**src/hdl/i2cra_pkg.sv**
```systemverilog
// ----------------------------------------------------------------------------
// I2C register access master - shared definitions
// Transfer layouts, operation and phase codes, and the control and result
// structures passed between the timer, the sequencer and the top level.
// ----------------------------------------------------------------------------
package i2cra_pkg;

	localparam int DELAY_W     = 16;
	localparam int IN_TDATA_W  = 40;
	localparam int OUT_TDATA_W = 24;

	localparam logic [DELAY_W-1:0] HALF_PERIOD_RST = 16'd40;

	localparam logic [1:0] OP_TICK  = 2'd0;
	localparam logic [1:0] OP_WRITE = 2'd1;
	localparam logic [1:0] OP_READ  = 2'd2;
	localparam logic [1:0] OP_DATA  = 2'd3;

	localparam logic [3:0] PH_IDLE      = 4'd0;
	localparam logic [3:0] PH_START_A   = 4'd1;
	localparam logic [3:0] PH_START_B   = 4'd2;
	localparam logic [3:0] PH_TX_LO     = 4'd3;
	localparam logic [3:0] PH_TX_HI     = 4'd4;
	localparam logic [3:0] PH_ACK_LO    = 4'd5;
	localparam logic [3:0] PH_ACK_HI    = 4'd6;
	localparam logic [3:0] PH_WAIT_DATA = 4'd7;
	localparam logic [3:0] PH_RS_LO     = 4'd8;
	localparam logic [3:0] PH_RX_LO     = 4'd9;
	localparam logic [3:0] PH_RX_HI     = 4'd10;
	localparam logic [3:0] PH_MACK_LO   = 4'd11;
	localparam logic [3:0] PH_MACK_HI   = 4'd12;
	localparam logic [3:0] PH_STOP_LO   = 4'd13;
	localparam logic [3:0] PH_STOP_A    = 4'd14;
	localparam logic [3:0] PH_STOP_B    = 4'd15;

	localparam logic [1:0] STG_DEVW = 2'd0;
	localparam logic [1:0] STG_REG  = 2'd1;
	localparam logic [1:0] STG_DATA = 2'd2;
	localparam logic [1:0] STG_DEVR = 2'd3;

	typedef struct packed {
		logic [1:0] op;
		logic       bus_select;
		logic [7:0] device_addr;
		logic [7:0] register_addr;
		logic [7:0] byte_count;
		logic [7:0] write_byte;
		logic       sda_sample;
	} item_t;

	typedef struct packed {
		logic       scl_level;
		logic       sda_level;
		logic       sda_drive;
		logic       active_bus;
		logic       busy_res;
		logic       need_data;
		logic [7:0] read_byte;
		logic       read_valid;
		logic       read_last;
		logic       done_res;
		logic       success;
	} result_t;

	typedef struct packed {
		logic run;
		logic clr;
	} tmr_ctrl_t;

endpackage

```
**src/hdl/i2cra_timer.sv**
```systemverilog
// ----------------------------------------------------------------------------
// I2C register access master - bus step timer
// Counts tick transfers and flags the one that ends a bus delay step.
// ----------------------------------------------------------------------------
module i2cra_timer (
	input  logic                           clk,
	input  logic                           arst_n,
	input  i2cra_pkg::tmr_ctrl_t           ctrl,
	input  logic [i2cra_pkg::DELAY_W-1:0]  half_period,
	output logic                           step
);

	logic [i2cra_pkg::DELAY_W-1:0] cnt_q;
	logic [i2cra_pkg::DELAY_W-1:0] cnt_inc;
	logic [i2cra_pkg::DELAY_W-1:0] limit;

	always_comb begin
		limit   = (half_period == '0) ? i2cra_pkg::DELAY_W'(1) : half_period;
		cnt_inc = cnt_q + i2cra_pkg::DELAY_W'(1);
		step    = ctrl.run && (cnt_inc >= limit);
	end

	always_ff @(posedge clk or negedge arst_n) begin
		if (!arst_n) begin
			cnt_q <= '0;
		end else if (ctrl.clr) begin
			cnt_q <= '0;
		end else if (ctrl.run) begin
			cnt_q <= step ? '0 : cnt_inc;
		end
	end

endmodule

```
**src/hdl/i2cra_seq.sv**
```systemverilog
// ----------------------------------------------------------------------------
// I2C register access master - bus sequencer
// Holds the transaction state, advances one bus step per timer expiry and
// forms the pin levels and status for every processed transfer.
// ----------------------------------------------------------------------------
module i2cra_seq (
	input  logic                   clk,
	input  logic                   arst_n,
	input  logic                   go,
	input  i2cra_pkg::item_t       item,
	input  logic                   step,
	output i2cra_pkg::tmr_ctrl_t   tmr_ctrl,
	output i2cra_pkg::result_t     res
);

	logic [3:0] phase_q, phase_n;
	logic [2:0] bit_q, bit_n;
	logic [7:0] shift_q, shift_n;
	logic [7:0] left_q, left_n;
	logic [7:0] dev_q, dev_n;
	logic [7:0] reg_q, reg_n;
	logic       rd_q, rd_n;
	logic       bus_q, bus_n;
	logic       scl_q, scl_n;
	logic       sda_q, sda_n;
	logic       en_q, en_n;
	logic [1:0] stg_q, stg_n;
	logic       fail_q, fail_n;

	logic       is_idle, is_wait;
	logic [2:0] bit_inc;
	logic [7:0] tx_byte;
	logic       tx_load;
	logic       go_stop, stop_fail, go_rx;
	logic [7:0] rx_byte;
	logic       rv, rl, fin, fin_ok;

	assign is_idle = (phase_q == i2cra_pkg::PH_IDLE);
	assign is_wait = (phase_q == i2cra_pkg::PH_WAIT_DATA);

	always_comb begin
		tmr_ctrl.run = go && (item.op == i2cra_pkg::OP_TICK) && !is_idle && !is_wait;
		tmr_ctrl.clr = go && ((((item.op == i2cra_pkg::OP_WRITE) ||
			(item.op == i2cra_pkg::OP_READ)) && is_idle) ||
			((item.op == i2cra_pkg::OP_DATA) && is_wait));
	end

	always_comb begin
		phase_n = phase_q;
		bit_n   = bit_q;
		shift_n = shift_q;
		left_n  = left_q;
		dev_n   = dev_q;
		reg_n   = reg_q;
		rd_n    = rd_q;
		bus_n   = bus_q;
		scl_n   = scl_q;
		sda_n   = sda_q;
		en_n    = en_q;
		stg_n   = stg_q;
		fail_n  = fail_q;
		bit_inc = bit_q + 3'd1;
		rx_byte = {shift_q[6:0], item.sda_sample};
		tx_byte = '0;
		tx_load = 1'b0;
		go_stop = 1'b0;
		stop_fail = 1'b0;
		go_rx   = 1'b0;
		rv      = 1'b0;
		rl      = 1'b0;
		fin     = 1'b0;
		fin_ok  = 1'b0;

		if (go) begin
			case (item.op)
				i2cra_pkg::OP_WRITE, i2cra_pkg::OP_READ: begin
					if (is_idle) begin
						bus_n   = item.bus_select;
						dev_n   = item.device_addr;
						reg_n   = item.register_addr;
						left_n  = item.byte_count;
						rd_n    = (item.op == i2cra_pkg::OP_READ);
						stg_n   = i2cra_pkg::STG_DEVW;
						fail_n  = 1'b0;
						scl_n   = 1'b1;
						sda_n   = 1'b1;
						en_n    = 1'b1;
						phase_n = i2cra_pkg::PH_START_A;
					end
				end
				i2cra_pkg::OP_DATA: begin
					if (is_wait) begin
						left_n  = left_q - 8'd1;
						stg_n   = i2cra_pkg::STG_DATA;
						tx_byte = item.write_byte;
						tx_load = 1'b1;
					end
				end
				default: begin
					if (step) begin
						case (phase_q)
							i2cra_pkg::PH_START_A: begin
								sda_n   = 1'b0;
								phase_n = i2cra_pkg::PH_START_B;
							end
							i2cra_pkg::PH_START_B: begin
								scl_n   = 1'b0;
								tx_byte = (stg_q == i2cra_pkg::STG_DEVR) ?
									(dev_q | 8'd1) : dev_q;
								tx_load = 1'b1;
							end
							i2cra_pkg::PH_TX_LO: begin
								scl_n   = 1'b1;
								phase_n = i2cra_pkg::PH_TX_HI;
							end
							i2cra_pkg::PH_TX_HI: begin
								scl_n = 1'b0;
								if (bit_q != 3'd7) begin
									bit_n   = bit_inc;
									sda_n   = shift_q[3'd7 - bit_inc];
									phase_n = i2cra_pkg::PH_TX_LO;
								end else begin
									sda_n   = 1'b1;
									en_n    = 1'b0;
									phase_n = i2cra_pkg::PH_ACK_LO;
								end
							end
							i2cra_pkg::PH_ACK_LO: begin
								scl_n   = 1'b1;
								phase_n = i2cra_pkg::PH_ACK_HI;
							end
							i2cra_pkg::PH_ACK_HI: begin
								scl_n = 1'b0;
								case (stg_q)
									i2cra_pkg::STG_DEVW: begin
										if (item.sda_sample) begin
											go_stop   = 1'b1;
											stop_fail = 1'b1;
										end else begin
											stg_n   = i2cra_pkg::STG_REG;
											tx_byte = reg_q;
											tx_load = 1'b1;
										end
									end
									i2cra_pkg::STG_REG: begin
										if (rd_q) begin
											sda_n   = 1'b1;
											en_n    = 1'b1;
											phase_n = i2cra_pkg::PH_RS_LO;
										end else if (left_q == '0) begin
											go_stop = 1'b1;
										end else begin
											phase_n = i2cra_pkg::PH_WAIT_DATA;
										end
									end
									i2cra_pkg::STG_DATA: begin
										if (item.sda_sample) begin
											go_stop   = 1'b1;
											stop_fail = 1'b1;
										end else if (left_q == '0) begin
											go_stop = 1'b1;
										end else begin
											phase_n = i2cra_pkg::PH_WAIT_DATA;
										end
									end
									default: begin
										if (left_q == '0) go_stop = 1'b1;
										else go_rx = 1'b1;
									end
								endcase
							end
							i2cra_pkg::PH_RS_LO: begin
								scl_n   = 1'b1;
								stg_n   = i2cra_pkg::STG_DEVR;
								phase_n = i2cra_pkg::PH_START_A;
							end
							i2cra_pkg::PH_RX_LO: begin
								scl_n   = 1'b1;
								phase_n = i2cra_pkg::PH_RX_HI;
							end
							i2cra_pkg::PH_RX_HI: begin
								scl_n   = 1'b0;
								shift_n = rx_byte;
								if (bit_q != 3'd7) begin
									bit_n   = bit_inc;
									phase_n = i2cra_pkg::PH_RX_LO;
								end else begin
									rv      = 1'b1;
									rl      = (left_q == 8'd1);
									left_n  = left_q - 8'd1;
									sda_n   = (left_q == 8'd1);
									en_n    = 1'b1;
									phase_n = i2cra_pkg::PH_MACK_LO;
								end
							end
							i2cra_pkg::PH_MACK_LO: begin
								scl_n   = 1'b1;
								phase_n = i2cra_pkg::PH_MACK_HI;
							end
							i2cra_pkg::PH_MACK_HI: begin
								scl_n = 1'b0;
								if (left_q == '0) go_stop = 1'b1;
								else go_rx = 1'b1;
							end
							i2cra_pkg::PH_STOP_LO: begin
								scl_n   = 1'b1;
								phase_n = i2cra_pkg::PH_STOP_A;
							end
							i2cra_pkg::PH_STOP_A: begin
								sda_n   = 1'b1;
								phase_n = i2cra_pkg::PH_STOP_B;
							end
							i2cra_pkg::PH_STOP_B: begin
								fin     = 1'b1;
								fin_ok  = !fail_q;
								phase_n = i2cra_pkg::PH_IDLE;
							end
							default: begin
							end
						endcase
					end
				end
			endcase
		end

		if (tx_load) begin
			shift_n = tx_byte;
			bit_n   = '0;
			sda_n   = tx_byte[7];
			en_n    = 1'b1;
			phase_n = i2cra_pkg::PH_TX_LO;
		end
		if (go_stop) begin
			fail_n  = stop_fail;
			sda_n   = 1'b0;
			en_n    = 1'b1;
			phase_n = i2cra_pkg::PH_STOP_LO;
		end
		if (go_rx) begin
			sda_n   = 1'b1;
			en_n    = 1'b0;
			shift_n = '0;
			bit_n   = '0;
			phase_n = i2cra_pkg::PH_RX_LO;
		end
	end

	always_comb begin
		res.scl_level  = scl_n;
		res.sda_level  = sda_n;
		res.sda_drive  = en_n;
		res.active_bus = bus_n;
		res.busy_res   = (phase_n != i2cra_pkg::PH_IDLE);
		res.need_data  = (phase_n == i2cra_pkg::PH_WAIT_DATA);
		res.read_byte  = rv ? rx_byte : 8'd0;
		res.read_valid = rv;
		res.read_last  = rl;
		res.done_res   = fin;
		res.success    = fin_ok;
	end

	always_ff @(posedge clk or negedge arst_n) begin
		if (!arst_n) begin
			phase_q <= i2cra_pkg::PH_IDLE;
			bit_q   <= '0;
			shift_q <= '0;
			left_q  <= '0;
			dev_q   <= '0;
			reg_q   <= '0;
			rd_q    <= 1'b0;
			bus_q   <= 1'b0;
			scl_q   <= 1'b1;
			sda_q   <= 1'b1;
			en_q    <= 1'b1;
			stg_q   <= i2cra_pkg::STG_DEVW;
			fail_q  <= 1'b0;
		end else begin
			phase_q <= phase_n;
			bit_q   <= bit_n;
			shift_q <= shift_n;
			left_q  <= left_n;
			dev_q   <= dev_n;
			reg_q   <= reg_n;
			rd_q    <= rd_n;
			bus_q   <= bus_n;
			scl_q   <= scl_n;
			sda_q   <= sda_n;
			en_q    <= en_n;
			stg_q   <= stg_n;
			fail_q  <= fail_n;
		end
	end

endmodule

```
**src/hdl/i2c_master_register_access.sv**
```systemverilog
// ----------------------------------------------------------------------------
// I2C register access master - top level
// Registers each input transfer, runs it through the bus sequencer and
// presents one result transfer per input transfer.
//
// channel  | signals                          | role
// s_axis   | tvalid tready tdata[39:0] tuser  | commands, data bytes, ticks
// m_axis   | tvalid tready tdata[23:0] tlast  | pin levels and status
// cfg      | valid ready data[15:0]           | half_period_ticks
//
// Transfers pass item_s1, then res_s2; one transfer per cycle unless output stalls.
// The sequencer state updates once per processed transfer.
// A stalled result holds the output register and the input register behind it.
// Reset is asynchronous; half_period_ticks returns to 40, the bus idles high.
// ----------------------------------------------------------------------------
module i2c_master_register_access (
	input  logic                               clk,
	input  logic                               arst_n,
	input  logic                               s_axis_tvalid,
	output logic                               s_axis_tready,
	// [0] bus_select, [8:1] device_addr, [16:9] register_addr,
	// [24:17] byte_count, [32:25] write_byte, [33] sda_sample, [39:34] zero
	input  logic [i2cra_pkg::IN_TDATA_W-1:0]   s_axis_tdata,
	// [1:0] op
	input  logic [1:0]                         s_axis_tuser,
	output logic                               m_axis_tvalid,
	input  logic                               m_axis_tready,
	// [0] scl_level, [1] sda_level, [2] sda_drive, [3] active_bus, [4] busy_res,
	// [5] need_data, [13:6] read_byte, [14] read_valid, [15] done_res,
	// [16] success, [23:17] zero
	output logic [i2cra_pkg::OUT_TDATA_W-1:0]  m_axis_tdata,
	output logic                               m_axis_tlast,
	input  logic                               cfg_valid,
	output logic                               cfg_ready,
	input  logic [15:0]                        cfg_data
);

	logic [i2cra_pkg::DELAY_W-1:0] half_period_q;
	logic                          in_valid_s1;
	i2cra_pkg::item_t              item_s1;
	logic                          out_valid_s2;
	i2cra_pkg::result_t            res_s2;
	i2cra_pkg::result_t            res;
	i2cra_pkg::tmr_ctrl_t          tmr_ctrl;
	logic                          step;
	logic                          advance;
	logic                          go;

	assign cfg_ready     = 1'b1;
	assign advance       = !out_valid_s2 || m_axis_tready;
	assign go            = in_valid_s1 && advance;
	assign s_axis_tready = !in_valid_s1 || advance;

	always_ff @(posedge clk or negedge arst_n) begin
		if (!arst_n) begin
			half_period_q <= i2cra_pkg::HALF_PERIOD_RST;
		end else if (cfg_valid && cfg_ready) begin
			half_period_q <= cfg_data;
		end
	end

	always_ff @(posedge clk or negedge arst_n) begin
		if (!arst_n) begin
			in_valid_s1 <= 1'b0;
		end else if (s_axis_tready) begin
			in_valid_s1 <= s_axis_tvalid;
		end
	end

	always_ff @(posedge clk) begin
		if (s_axis_tvalid && s_axis_tready) begin
			item_s1.op            <= s_axis_tuser;
			item_s1.bus_select    <= s_axis_tdata[0];
			item_s1.device_addr   <= s_axis_tdata[8:1];
			item_s1.register_addr <= s_axis_tdata[16:9];
			item_s1.byte_count    <= s_axis_tdata[24:17];
			item_s1.write_byte    <= s_axis_tdata[32:25];
			item_s1.sda_sample    <= s_axis_tdata[33];
		end
	end

	i2cra_timer u_timer (
		.clk         (clk),
		.arst_n      (arst_n),
		.ctrl        (tmr_ctrl),
		.half_period (half_period_q),
		.step        (step)
	);

	i2cra_seq u_seq (
		.clk      (clk),
		.arst_n   (arst_n),
		.go       (go),
		.item     (item_s1),
		.step     (step),
		.tmr_ctrl (tmr_ctrl),
		.res      (res)
	);

	always_ff @(posedge clk or negedge arst_n) begin
		if (!arst_n) begin
			out_valid_s2 <= 1'b0;
		end else if (advance) begin
			out_valid_s2 <= in_valid_s1;
		end
	end

	always_ff @(posedge clk) begin
		if (go) begin
			res_s2 <= res;
		end
	end

	assign m_axis_tvalid = out_valid_s2;
	assign m_axis_tlast  = res_s2.read_last;
	assign m_axis_tdata  = {7'd0, res_s2.success, res_s2.done_res, res_s2.read_valid,
		res_s2.read_byte, res_s2.need_data, res_s2.busy_res, res_s2.active_bus,
		res_s2.sda_drive, res_s2.sda_level, res_s2.scl_level};

`ifndef ASSERT_OFF
	a_need_busy: assert property (@(posedge clk) disable iff (!arst_n)
		m_axis_tvalid && res_s2.need_data |-> res_s2.busy_res)
		else $error("need_data without a transaction in progress");

	a_done_idle: assert property (@(posedge clk) disable iff (!arst_n)
		m_axis_tvalid && res_s2.done_res |-> !res_s2.busy_res && res_s2.sda_level
			&& res_s2.scl_level)
		else $error("transaction finished without a released bus");

	a_last_valid: assert property (@(posedge clk) disable iff (!arst_n)
		m_axis_tvalid && m_axis_tlast |-> res_s2.read_valid)
		else $error("read_last without a read byte");

	a_timer_quiet: assert property (@(posedge clk) disable iff (!arst_n)
		!go |-> !tmr_ctrl.run && !tmr_ctrl.clr)
		else $error("timer moved without a processed transfer");
`endif

endmodule
```
**config.mk**
```make
export PLATFORM = sky130hd
export DESIGN_NAME = i2c_master_register_access
export DESIGN_NICKNAME = d
export VERILOG_FILES = /design/src/hdl/i2cra_pkg.sv /design/src/hdl/i2cra_timer.sv /design/src/hdl/i2cra_seq.sv /design/src/hdl/i2c_master_register_access.sv
export SDC_FILE = /design/constraint.sdc
export NUM_CORES = 1
export LEC_CHECK = 0
export ABC_CLOCK_PERIOD_IN_PS = 3640
export BUFFER_PORTS_ARGS = -buffer_cell sky130_fd_sc_hd__buf_4
export CORE_UTILIZATION = 53
export CTS_CLUSTER_SIZE = 16
export DETAILED_ROUTE_END_ITERATION = 8
export HOLD_SLACK_MARGIN = 0.05
export PLACE_DENSITY = 0.73
export SYNTH_ARGS = -nofsm -noshare
export SYNTH_HDL_FRONTEND = slang
export SYNTH_SLANG_ARGS = --single-unit
```
**constraint.sdc**
```tcl
create_clock -name clk -period 3.64 [get_ports clk]
set_input_delay 0.546 -clock clk [delete_from_list [all_inputs] [get_ports clk]]
set_output_delay 0.546 -clock clk [all_outputs]
set_load 0.03 [all_outputs]
```
==> results of run 1 <==
## cells in the mapped netlist (all sizes together), types with 3 or more instances
master and count:
a21o 6, dfstp 5, xor2 9, a32oi 7
nand3 20, nor2b 12, clkbuf 14, a21oi 29
o21a 3, nor2 33, nor4 13, ha 32
and2 3, mux2i 14, o21bai 4, nand2 64
a31oi 4, mux2 24, nor3 21, edfxtp 54
a22o 13, o211ai 6, or3 8, inv 41
a211oi 6, o21ai 48, buf 25, or2 4
o22ai 3, nand2b 10, and4 3, o211a 3
xnor2 6, dfrtp 76, a32o 3, and3 10
nand4 4
## cell type report
cell class              instances  area (µm²)
repair buffers                142        1080
well taps                     176         220
inverters                      42         158
clock buffers                  19         453
flip-flops and latches        135        3660
multi-input cells             470        3520
fillers                       983        4020
clock inverters                13         134
## routing by layer
metal | GRT usage | vias up
met5 | 0 | -
met2 | 0.449 | 233
li1 | - | 2733
met4 | 0.116 | 0
met1 | 0.327 | 2869
met3 | 0.0565 | 43
## how the worst max path moves through the flow
| stage | to | depth (start not counted) | start |
|---|---|---|---|
| after floorplan | m_axis_tdata[4]$_DFFE_PP_ | 15 | u_timer.cnt_q[0]$_DFFE_PN0P_ |
| after global routing | m_axis_tdata[4]$_DFFE_PP_ | 15 | u_timer.cnt_q[1]$_DFFE_PN0P_ |
| after detailed placement | u_seq.shift_q[6]$_DFFE_PN0P_ | 15 | u_timer.cnt_q[3]$_DFFE_PN0P_ |
| final | u_seq.shift_q[6]$_DFFE_PN0P_ | 16 | u_timer.cnt_q[3]$_DFFE_PN0P_ |
| after CTS | u_seq.shift_q[6]$_DFFE_PN0P_ | 17 | u_timer.cnt_q[1]$_DFFE_PN0P_ |
| after global placement | u_seq.shift_q[6]$_DFFE_PN0P_ | 15 | u_timer.cnt_q[3]$_DFFE_PN0P_ |
## cells by family after synthesis
kind of cell | after synthesis | share of synthesized area
compound gates | 161 | 0.154
xor+xnor | 15 | 0.0182
fa+ha+maj | 32 | 0.0556
buf+inv | 81 | 0.0488
flops | 135 | 0.508
mux | 40 | 0.0633
other cells | 2 | 0.00104
simple gates | 214 | 0.151
## registers in the layout (all words and copies together) (netlist names)
name and cells:
u_seq.shift_q 8, u_seq.left_q 8, u_seq.reg_q 8, u_timer.cnt_q 16, u_seq.stg_q 2, u_seq.fail_q 1
half_period_q 16, u_seq.en_q 1, m_axis_tlast 1, u_seq.bus_q 1, u_seq.scl_q 1, u_seq.phase_q 4
in_valid_s1 1, u_seq.bit_q 3, u_seq.dev_q 8, u_seq.sda_q 1, m_axis_tdata 17, m_axis_tvalid 1
item_s1 36, u_seq.rd_q 1
## critical path: stages (launching register included)
cell	delay (ps)
dfrtp_1	380
nand3_2	110
nor2_4	140
nand4_1	200
nor2_2	210
and4_1	230
xor2_1	90
ha_1	300
and4_4	250
nand2_4	70
a311oi_4	260
buf_4	180
o31ai_4	80
buf_6	170
or3_4	330
a32o_1	250
mux2_4	250
## timing repair
action	in CTS	in global routing
endpoints found under the setup margin	26	28
setup buffers	8	5
pin swaps	12	28
hold endpoints to repair	0	0
resized for setup	21	38
## per-stage QoR
step / utilization / TNS, ps / cell area (µm²) / power, µW
final: 0.696 / 0 / 9220 / 4770
after CTS: 0.678 / -34.5 / 8980 / 4760
after detailed placement: 0.622 / -2480 / 8230 / 3030
after global placement: 0.622 / -555 / 8230 / 2980
after global routing: 0.696 / -1600 / 9220 / 5000
after floorplan: - / 0 / 7230 / 2690
## report_power, final
| group | internal, µW | switching, µW | total (µW) |
|---|---|---|---|
| sequential | 1850 | 178 | 2030 |
| clock | 997 | 697 | 1690 |
| combinational | 481 | 567 | 1050 |
| total | 3330 | 1440 | 4770 |
==> reports/qor.csv, run 1 <==
stage,metric,value,unit
critical_path,reg2reg_to,u_seq.shift_q[6]$_DFFE_PN0P_,
floorplanning,die_area,14100,µm²
routing,ant_nets,0,
clocking,clk_latency,420,ps
yosys,syn_avg_cell_area,10.6,µm²
placement,dpl.hpwl,12.5,mm
yosys,synth.distinct_cells,77,
yosys,synth_area,7200,µm²
clocking,hold_buffers,0,
routing,routed_via_density,5.90,
yosys,ys.flop_type,dfrtp_1,
timing,worst_slew_pin_slew,959,ps
floorplanning,core,13200,µm²
floorplanning,die_w,119,µm
placement,io_buffers,76,
critical_path,required,3940,ps
timing,holdWs,260,ps
routing,first_iter_violations,401,
critical_path,startpoint_type,register,
clocking,tritoncts,built,
yosys,ys_top_cells_by_area,"dfrtp_1 26%, edfxtp_1 23%, ha_1 5.6%",
yosys,yosys.area.top_type_share,0.264,
clocking,cts_root_buf,clkbuf_16,
cells_and_area,stdcell_count,997,
yosys,seq_area_frac_synth,0.508,
cells_and_area,most-common-layout-cells,"139 x buf_4, 75 x dfrtp_1, 59 x nand2_1, 54 x edfxtp_1, 44 x o21ai_0",
placement,dp_cells,952,
global_route,globalRouteOverflowTotal,0,
power,p_leak,0.00407,µW
worst_hold_path,min_path_type,primary input to asynchronous set/reset pin,
global_route,antenna_found_initial,0,
cells_and_area,antenna_cells,0,
cells_and_area,syn_to_final_growth,28.1,%
cells_and_area,nNetsFinal,903,
routing,drc,0,
timing,setup_viol,0,
critical_path,r2r_cells,16,
critical_path,ff2ff_setup_slack,2,ps
routing,wirelength,18.1,mm
placement,globalplace.congestion,0.915,
yosys,syn-instance-count,680,
yosys,synth_edf_count,54,
routing,dr_wl_met2,9.04,mm
floorplanning,initial_utilization,0.544,
timing,fin_crit,3640,ps
timing,rsz0062_at_grt,true,
routing,wl_met3,1.06,mm
timing,hold_viol_final,0,
critical_path,worstSetupPathType,register to register,
critical_path,cp_max_fo,8,
timing,clock.fmax,275,MHz
floorplanning,io_pins,91,
cells_and_area,layout_commonest_cell,buf_4,
yosys,ys_warn_count,0,
global_route,grt_pass1_wl,29.0,mm
yosys,async_flop_share,0.600,
routing,wl_met1,7.51,mm
clocking,clk_pin_slew,60,ps
floorplanning,die_h,119,µm
routing,first_pass_iters,5,
clocking,htree_levels,4,
critical_path,crit_arrival,3940,ps
clocking,numCtsBuffers,17,
timing,slew_violations,0,
critical_path,cp-end-kind,register,
clocking,cts.sinks,135,
power,powerDensity,518,nW/µm²
yosys,synth_top_area_cell,dfrtp_1,
run_status,status,"finished, final reports clean",
timing,slew_headroom,0.361,
power,vdd_ir_drop_max,0.455,mV
global_route,grt_pass1_vias,5952,
cells_and_area,drive_gt1_frac,0.315,
routing,routedWlPerCell,18.2,µm
run,drv_cap,0,
timing,skew,6.63,ps
global_route,grt_max_degree,73,
clocking,clockBufferDepth,2,
timing,period_share,1.00,
routing,vias,5878,
yosys,synth_seq_cells,135,
routing,top_layer,met4,
timing,setup_slack,1.76,ps
placement,dpl_worst_slack,-221,ps
floorplanning,rows,42,
global_route,grt_use_total,0.265,
critical_path,r2r-start,u_timer.cnt_q[3]$_DFFE_PN0P_,
(Power assumes the default switching activity.)
==> inputs of run 2 (changes only) <==
--- a/config.mk
+++ b/config.mk
@@ -11,7 +11,7 @@
 export CTS_CLUSTER_SIZE = 16
 export DETAILED_ROUTE_END_ITERATION = 8
 export HOLD_SLACK_MARGIN = 0.05
-export PLACE_DENSITY = 0.73
+export PLACE_DENSITY_LB_ADDON = 0.08
 export SYNTH_ARGS = -nofsm -noshare
 export SYNTH_HDL_FRONTEND = slang
 export SYNTH_SLANG_ARGS = --single-unit
==> run 2 against run 1 <==
The flow now finishes with violations (negative setup slack). Die area unchanged. Clock-buffer cell count is 1 lower. Hold slack improved by 26 ps. Register-to-register slack hardly changed. Critical endpoint is now m_axis_tdata[4]$_DFFE_PP_. Global-route usage grew 1.9 points. Core utilization is 0.93 points lower. Via count shrank 2.0%.
==> reports/qor.csv, run 2 (synthesized netlist as in run 1, its figures left out) <==
stage,metric,value,unit,change
timing,clock.fmax,274,MHz,was 275 MHz
floorplanning,core,13200,µm²,unchanged
clocking,clk_latency,430,ps,was 420 ps
cells_and_area,nNetsFinal,897,,was 903
power,p_int,3290,µW,was 3330 µW
cells_and_area,layout_commonest_cell,buf_4,,unchanged
critical_path,cp.buffers_inverters,1,,was 2
timing,setup_slack,-10.5,ps,was 1.76 ps
cells_and_area,top_register,item_s1,,unchanged
timing,hold_viol_final,0,,unchanged
cells_and_area,fill_cells,1043,,was 983
worst_hold_path,min_to,item_s1[15]$_DFFE_PP_,,
global_route,globalRouteOverflowTotal,0,,unchanged
clocking,numCtsBuffers,17,,unchanged
clocking,clk_pin_slew,60,ps,about the same
routing,drc,0,,unchanged
power,p_sw,1460,µW,was 1440 µW
floorplanning,die_w,119,µm,unchanged
critical_path,r2r-start,u_timer.cnt_q[1]$_DFFE_PN0P_,,was u_timer.cnt_q[3]$_DFFE_PN0P_
routing,wirelength,18.8,mm,was 18.1 mm
worst_hold_path,hold_start,s_axis_tdata[23],,
routing,first_iter_violations,466,,was 401
clocking,htree_levels,4,,unchanged
placement,globalplace.congestion,0.932,,was 0.915
critical_path,crit_arrival,3810,ps,was 3940 ps
power,combPwrFrac,0.221,,was 0.220
timing,slew_violations,0,,unchanged
timing,slew_headroom,0.293,,was 0.361
timing,rsz0062_at_grt,true,,unchanged
clocking,tritoncts,built,,unchanged
critical_path,r2r_cells,16,,unchanged
cells_and_area,most-common-layout-cells,"129 x buf_4, 76 x dfrtp_1, 61 x nand2_1, 54 x edfxtp_1, 45 x o21ai_0",,"was 139 x buf_4, 75 x dfrtp_1, 59 x nand2_1, 54 x edfxtp_1, 44 x o21ai_0"
cells_and_area,regArea,3650,µm²,was 3660 µm²
timing,period_share,1.00,,about the same
power,pwr-share-seq,0.430,,was 0.425
placement,io_buffers,76,,unchanged
floorplanning,initial_utilization,0.544,,unchanged
cells_and_area,syn_to_final_growth,26.4,%,was 28.1%
critical_path,crit_family,simple AND/OR/NAND/NOR gates,,unchanged
run_status,status,"complete, but fails checks",,"was finished, final reports clean"
global_route,grt_use_total,0.285,,was 0.265
timing,worst_slew_pin_slew,1060,ps,was 959 ps
power,sw_frac_of_total,0.308,,was 0.302
global_route,grt_max_degree,82,,was 73
critical_path,crit_slowest_cell,dfrtp_1,,unchanged
floorplanning,io_pins,91,,unchanged
run_status,failed_checks,negative setup slack,,
critical_path,cp_cell_sequence,"ha_4, nand3_4, nor2_4, nand3_4, nor2_4, nand3_2, xnor2_2, ha_1, and4_4, nand2_4, a311oi_4, buf_6, or3_4, a31o_1, a311o_1, nand4b_1",,"was nand3_2, nor2_4, nand4_1, nor2_2, and4_1, xor2_1, ha_1, and4_4, nand2_4, a311oi_4, buf_4, o31ai_4, buf_6, or3_4, a32o_1, mux2_4"
critical_path,startpoint_type,register,,unchanged
placement,dpl.hpwl,13.2,mm,was 12.5 mm
routing,routedWlPerCell,19.0,µm,was 18.2 µm
clocking,cts.sinks,135,,unchanged
worst_hold_path,hold_path_depth,1,,
floorplanning,die_area,14100,µm²,unchanged
critical_path,cp-end-kind,register,,unchanged
timing,skew,7.42,ps,was 6.63 ps
worst_hold_path,min_path_type,primary input to register,,was primary input to asynchronous set/reset pin
critical_path,ff2ff_setup_slack,-10,ps,was 2 ps
routing,vias,5758,,was 5878
run,drv_cap,0,,unchanged
routing,ant_nets,0,,unchanged
floorplanning,die_h,119,µm,unchanged
cells_and_area,antenna_cells,0,,unchanged
critical_path,cp_max_fo,4,,was 8
cells_and_area,largest_reg_flops,36,,unchanged
cells_and_area,drive_gt1_frac,0.297,,was 0.315
floorplanning,rows,42,,unchanged
power,vdd_ir_drop_max,0.424,mV,was 0.455 mV
critical_path,cp_slowest_stage_delay,430,ps,was 380 ps
power,p_clk_frac,0.350,,was 0.355
cells_and_area,multi_input_area,3440,µm²,was 3520 µm²
routing,first_pass_iters,5,,unchanged
critical_path,required,3800,ps,was 3940 ps
power,p_leak,0.00400,µW,was 0.00407 µW
critical_path,worstSetupPathType,register to register,,unchanged
cells_and_area,final_core_util,0.687,,was 0.696
timing,fin_crit,3650,ps,was 3640 ps
routing,routed_via_density,5.81,,was 5.90
power,powerDensity,523,nW/µm²,was 518 nW/µm²
global_route,grt_pass1_vias,5838,,was 5952
timing,setup_viol,1,,was 0
global_route,antenna_found_initial,0,,unchanged
clocking,clockBufferDepth,2,,unchanged
global_route,grt_pass1_wl,30.5,mm,was 29.0 mm
clocking,cts_root_buf,clkbuf_16,,unchanged
power,power,4760,µW,was 4770 µW
critical_path,reg2reg_to,m_axis_tdata[4]$_DFFE_PP_,,was u_seq.shift_q[6]$_DFFE_PN0P_
## run 2: power groups by stage
stage          registers (µW)  logic, µW  clock network (µW)
6_report                 2040       1050                1660
5_1_grt                  2080       1160                1750
4_1_cts                  2030       1010                1690
3_5_place_dp             2060        994                   0
3_3_place_gp             2050        964                   0
2_1_floorplan            2040        653                   0
## run 2: worst max-delay path by stage
| stage | start | endpoint | cells past startpoint |
|---|---|---|---|
| 2_1_floorplan | u_timer.cnt_q[0]$_DFFE_PN0P_ | m_axis_tdata[4]$_DFFE_PP_ | 15 |
| 3_3_place_gp | u_timer.cnt_q[0]$_DFFE_PN0P_ | u_seq.left_q[4]$_DFFE_PN0P_ | 16 |
| 3_5_place_dp | u_timer.cnt_q[0]$_DFFE_PN0P_ | u_seq.left_q[4]$_DFFE_PN0P_ | 16 |
| 4_1_cts | u_timer.cnt_q[0]$_DFFE_PN0P_ | u_seq.shift_q[6]$_DFFE_PN0P_ | 17 |
| 5_1_grt | u_timer.cnt_q[1]$_DFFE_PN0P_ | m_axis_tdata[4]$_DFFE_PP_ | 17 |
| 6_report | u_timer.cnt_q[1]$_DFFE_PN0P_ | m_axis_tdata[4]$_DFFE_PP_ | 16 |
## run 2: metrics by stage
step	area, µm²	TNS (ps)	setup slack [ps]	std cells	hold WS, ps
6_report	9100	-10.5	-10.5	991	286
5_1_grt	9100	-964	-124	991	269
4_1_cts	8870	0	2.02	984	272
3_5_place_dp	8230	-1380	-210	950	466
3_3_place_gp	8230	-143	-70.5	950	461
2_1_floorplan	7230	0	31.4	686	250
## run 2: routing by layer
metal | vias to the layer above | part of all wire | GRT usage
li1 | 2730 | - | -
met1 | 2816 | 0.46 | 0.390
met2 | 184 | 0.46 | 0.437
met4 | 0 | 0.017 | 0.0949
met3 | 28 | 0.060 | 0.0777
met5 | - | 0 | 0
## run 2: layout make-up
type,count,share of cell area
repair buffers,136,0.116
flip-flops and latches,135,0.402
clock buffers,18,0.0472
clock inverters,14,0.0153
well taps,176,0.0242
multi-input cells,470,0.378
inverters,42,0.0173
## run 2: timing repair
action                                  4_1_cts  5_1_grt
gates cloned                                  0        1
gates resized for setup                      12       36
hold buffers                                  0        0
endpoints found under the setup margin       18       33
pin swaps                                     3       25
buffers inserted                              2        6
==> inputs of run 3 (changes only) <==
--- a/config.mk
+++ b/config.mk
@@ -5,11 +5,12 @@
 export SDC_FILE = /design/constraint.sdc
 export NUM_CORES = 1
 export LEC_CHECK = 0
-export ABC_CLOCK_PERIOD_IN_PS = 3640
+export ABC_CLOCK_PERIOD_IN_PS = 4300
 export BUFFER_PORTS_ARGS = -buffer_cell sky130_fd_sc_hd__buf_4
-export CORE_UTILIZATION = 53
+export CORE_UTILIZATION = 58
 export CTS_CLUSTER_SIZE = 16
 export DETAILED_ROUTE_END_ITERATION = 8
+export GPL_TIMING_DRIVEN = 0
 export HOLD_SLACK_MARGIN = 0.05
 export PLACE_DENSITY_LB_ADDON = 0.08
 export SYNTH_ARGS = -nofsm -noshare
==> constraint.sdc (replaced) <==
create_clock -name clk -period 4.3 [get_ports clk]
set_input_delay 0.645 -clock clk [delete_from_list [all_inputs] [get_ports clk]]
set_output_delay 0.645 -clock clk [all_outputs]
set_load 0.03 [all_outputs]
==> run 3 against run 2 <==
The flow now finishes without violations. Clock power is 16% lower. Highest routed layer unchanged. First-iteration DRC count is 34% higher. Wire length is 2.7% lower. Total power is 16% lower. Sequential share of layout area is 1.9 points higher. Core utilization is 3.4 points higher. Via count is 0.82% higher. Setup slack better by 190 ps. Clock-buffer cell count is 1 higher. Critical path depth stayed put. Final cell count is 2.6% lower. Global-route usage is 1.9 points higher.
==> reports/qor.csv, run 3 (synthesized netlist as in run 1, its figures left out) <==
stage,metric,value,unit,change
critical_path,crit_slowest_cell,a2111oi_1,,was dfrtp_1
critical_path,startpoint_type,register,,unchanged
global_route,grt_max_degree,82,,unchanged
critical_path,crit_arrival,4260,ps,was 3810 ps
clocking,tritoncts,built,,unchanged
cells_and_area,largest_reg_flops,36,,unchanged
floorplanning,die_h,113,µm,was 119 µm
cells_and_area,multi_input_area,3300,µm²,was 3440 µm²
critical_path,worstSetupPathType,register to register,,unchanged
cells_and_area,layout_commonest_cell,buf_4,,unchanged
clocking,clk_latency,420,ps,was 430 ps
floorplanning,core,12100,µm²,was 13200 µm²
clocking,cts_root_buf,clkbuf_16,,unchanged
routing,routedWlPerCell,18.9,µm,was 19.0 µm
worst_hold_path,min_path_type,primary input to register,,unchanged
run,drv_cap,0,,unchanged
cells_and_area,final_core_util,0.721,,was 0.687
power,powerDensity,457,nW/µm²,was 523 nW/µm²
cells_and_area,regArea,3660,µm²,was 3650 µm²
critical_path,ff2ff_setup_slack,180,ps,was -10 ps
timing,worst_slew_pin_slew,1170,ps,was 1060 ps
timing,slew_headroom,0.213,,was 0.293
critical_path,required,4440,ps,was 3800 ps
global_route,globalRouteOverflowTotal,0,,unchanged
routing,wirelength,18.3,mm,was 18.8 mm
floorplanning,io_pins,91,,unchanged
routing,routed_via_density,6.02,,was 5.81
critical_path,cp_slowest_stage_delay,430,ps,about the same
global_route,grt_pass1_vias,5761,,was 5838
run_status,status,"finished, final reports clean",,"was complete, but fails checks"
timing,period_share,0.959,,was 1.00
clocking,clockBufferDepth,2,,unchanged
timing,hold_viol_final,0,,unchanged
placement,globalplace.congestion,0.960,,was 0.932
placement,io_buffers,76,,unchanged
cells_and_area,antenna_cells,0,,unchanged
timing,fin_crit,4120,ps,was 3650 ps
critical_path,cp_cell_sequence,"ha_1, nand3_2, nor2_4, nand3_2, nor2_4, nand3_1, xnor2_2, ha_1, and4_1, nand2_1, o2bb2ai_2, or3_1, buf_2, o211a_2, a2111oi_1, a21oi_1",,"was ha_4, nand3_4, nor2_4, nand3_4, nor2_4, nand3_2, xnor2_2, ha_1, and4_4, nand2_4, a311oi_4, buf_6, or3_4, a31o_1, a311o_1, nand4b_1"
cells_and_area,drive_gt1_frac,0.238,,was 0.297
global_route,grt_pass1_wl,29.6,mm,was 30.5 mm
timing,setup_viol,0,,was 1
critical_path,cp_max_fo,7,,was 4
floorplanning,die_area,12900,µm²,was 14100 µm²
routing,ant_nets,0,,unchanged
routing,first_pass_iters,5,,unchanged
power,power,3980,µW,was 4760 µW
floorplanning,die_w,113,µm,was 119 µm
cells_and_area,most-common-layout-cells,"88 x buf_4, 75 x dfrtp_1, 63 x nand2_1, 54 x edfxtp_1, 46 x o21ai_0",,"was 129 x buf_4, 76 x dfrtp_1, 61 x nand2_1, 54 x edfxtp_1, 45 x o21ai_0"
routing,vias,5805,,was 5758
power,p_leak,0.00383,µW,was 0.00400 µW
floorplanning,initial_utilization,0.597,,was 0.544
cells_and_area,top_register,item_s1,,unchanged
global_route,grt_use_total,0.303,,was 0.285
clocking,numCtsBuffers,17,,unchanged
floorplanning,rows,40,,was 42
timing,slew_violations,0,,unchanged
clocking,clk_pin_slew,60,ps,about the same
cells_and_area,nNetsFinal,879,,was 897
critical_path,cp-end-kind,register,,unchanged
global_route,antenna_found_initial,0,,unchanged
timing,clock.fmax,242,MHz,was 274 MHz
timing,skew,7.99,ps,was 7.42 ps
power,vdd_ir_drop_max,0.363,mV,was 0.424 mV
routing,drc,0,,unchanged
routing,first_iter_violations,624,,was 466
placement,dpl.hpwl,13.2,mm,about the same
clocking,cts.sinks,135,,unchanged
cells_and_area,syn_to_final_growth,20.8,%,was 26.4%
cells_and_area,fill_cells,873,,was 1043
clocking,htree_levels,4,,unchanged
==> run 3: critical path: cells and delay by family (launching register included) <==
kind            cells  cell delay, ps
xor+xnor            1             170
fa+ha+maj           2             600
compound gates      4             950
flops               1             410
buf+inv             1             190
simple gates        8            1520
==> run 3: path summary, 6_finish.rpt <==
kind / start / end / cells past startpoint
worst max-delay path: u_timer.cnt_q[0]$_DFFE_PN0P_ / m_axis_tdata[2]$_DFFE_PP_ / 16
min in group asynchronous: arst_n / u_timer.cnt_q[9]$_DFFE_PN0P_ / 1
worst min-delay path: s_axis_tdata[10] / item_s1[18]$_DFFE_PP_ / 1
worst min register to register: item_s1[31]$_DFFE_PP_ / u_seq.dev_q[6]$_DFFE_PN0P_ / 1
max in group asynchronous: arst_n / u_timer.cnt_q[0]$_DFFE_PN0P_ / 1
worst max register to register: u_timer.cnt_q[0]$_DFFE_PN0P_ / m_axis_tdata[2]$_DFFE_PP_ / 16
==> run 3: what timing repair did <==
item | in CTS | in global routing
hold buffers | 0 | 0
cloned | 0 | 0
setup buffers | 0 | 3
setup endpoints to repair | 15 | 41
pin swaps | 0 | 2
gates resized for setup | 9 | 10
==> run 3: layout make-up <==
| type | instances | share of cell area |
|---|---|---|
| Tap cell | 168 | 0.0242 |
| Multi-Input combinational cell | 470 | 0.380 |
| Timing Repair Buffer | 79 | 0.0682 |
| Clock inverter | 13 | 0.0147 |
| Buffer | 39 | 0.0227 |
| Clock buffer | 19 | 0.0521 |
| Sequential cell | 135 | 0.420 |
| Inverter | 42 | 0.0181 |
==> run 3: metal layers <==
layer,track usage,routed length (µm),share of wire
met3,0.0755,1250,0.068
met5,0,0,0
met1,0.414,8140,0.45
met2,0.479,8560,0.47
met4,0.101,317,0.017
==> run 3: stage by stage <==
step                      worst slack, ps  cell area [µm²]  hold WS (ps)  setup TNS [ps]  cells
after global placement               -103             8000           462            -315    930
after floorplan                       585             7220           349               0    686
final                                 176             8700           397               0    965
after CTS                            16.2             8620           381               0    962
after detailed placement             -264             8000           464           -1360    930
after global routing                -3.01             8700           380           -3.01    965
==> run 3: power by group <==
| group | internal (µW) | leakage (µW) | switching (µW) |
|---|---|---|---|
| Clock | 799 | 0.000286 | 606 |
| Sequential | 1570 | 0.00151 | 143 |
| Combinational | 369 | 0.00204 | 490 |
| Total | 2740 | 0.00383 | 1240 |
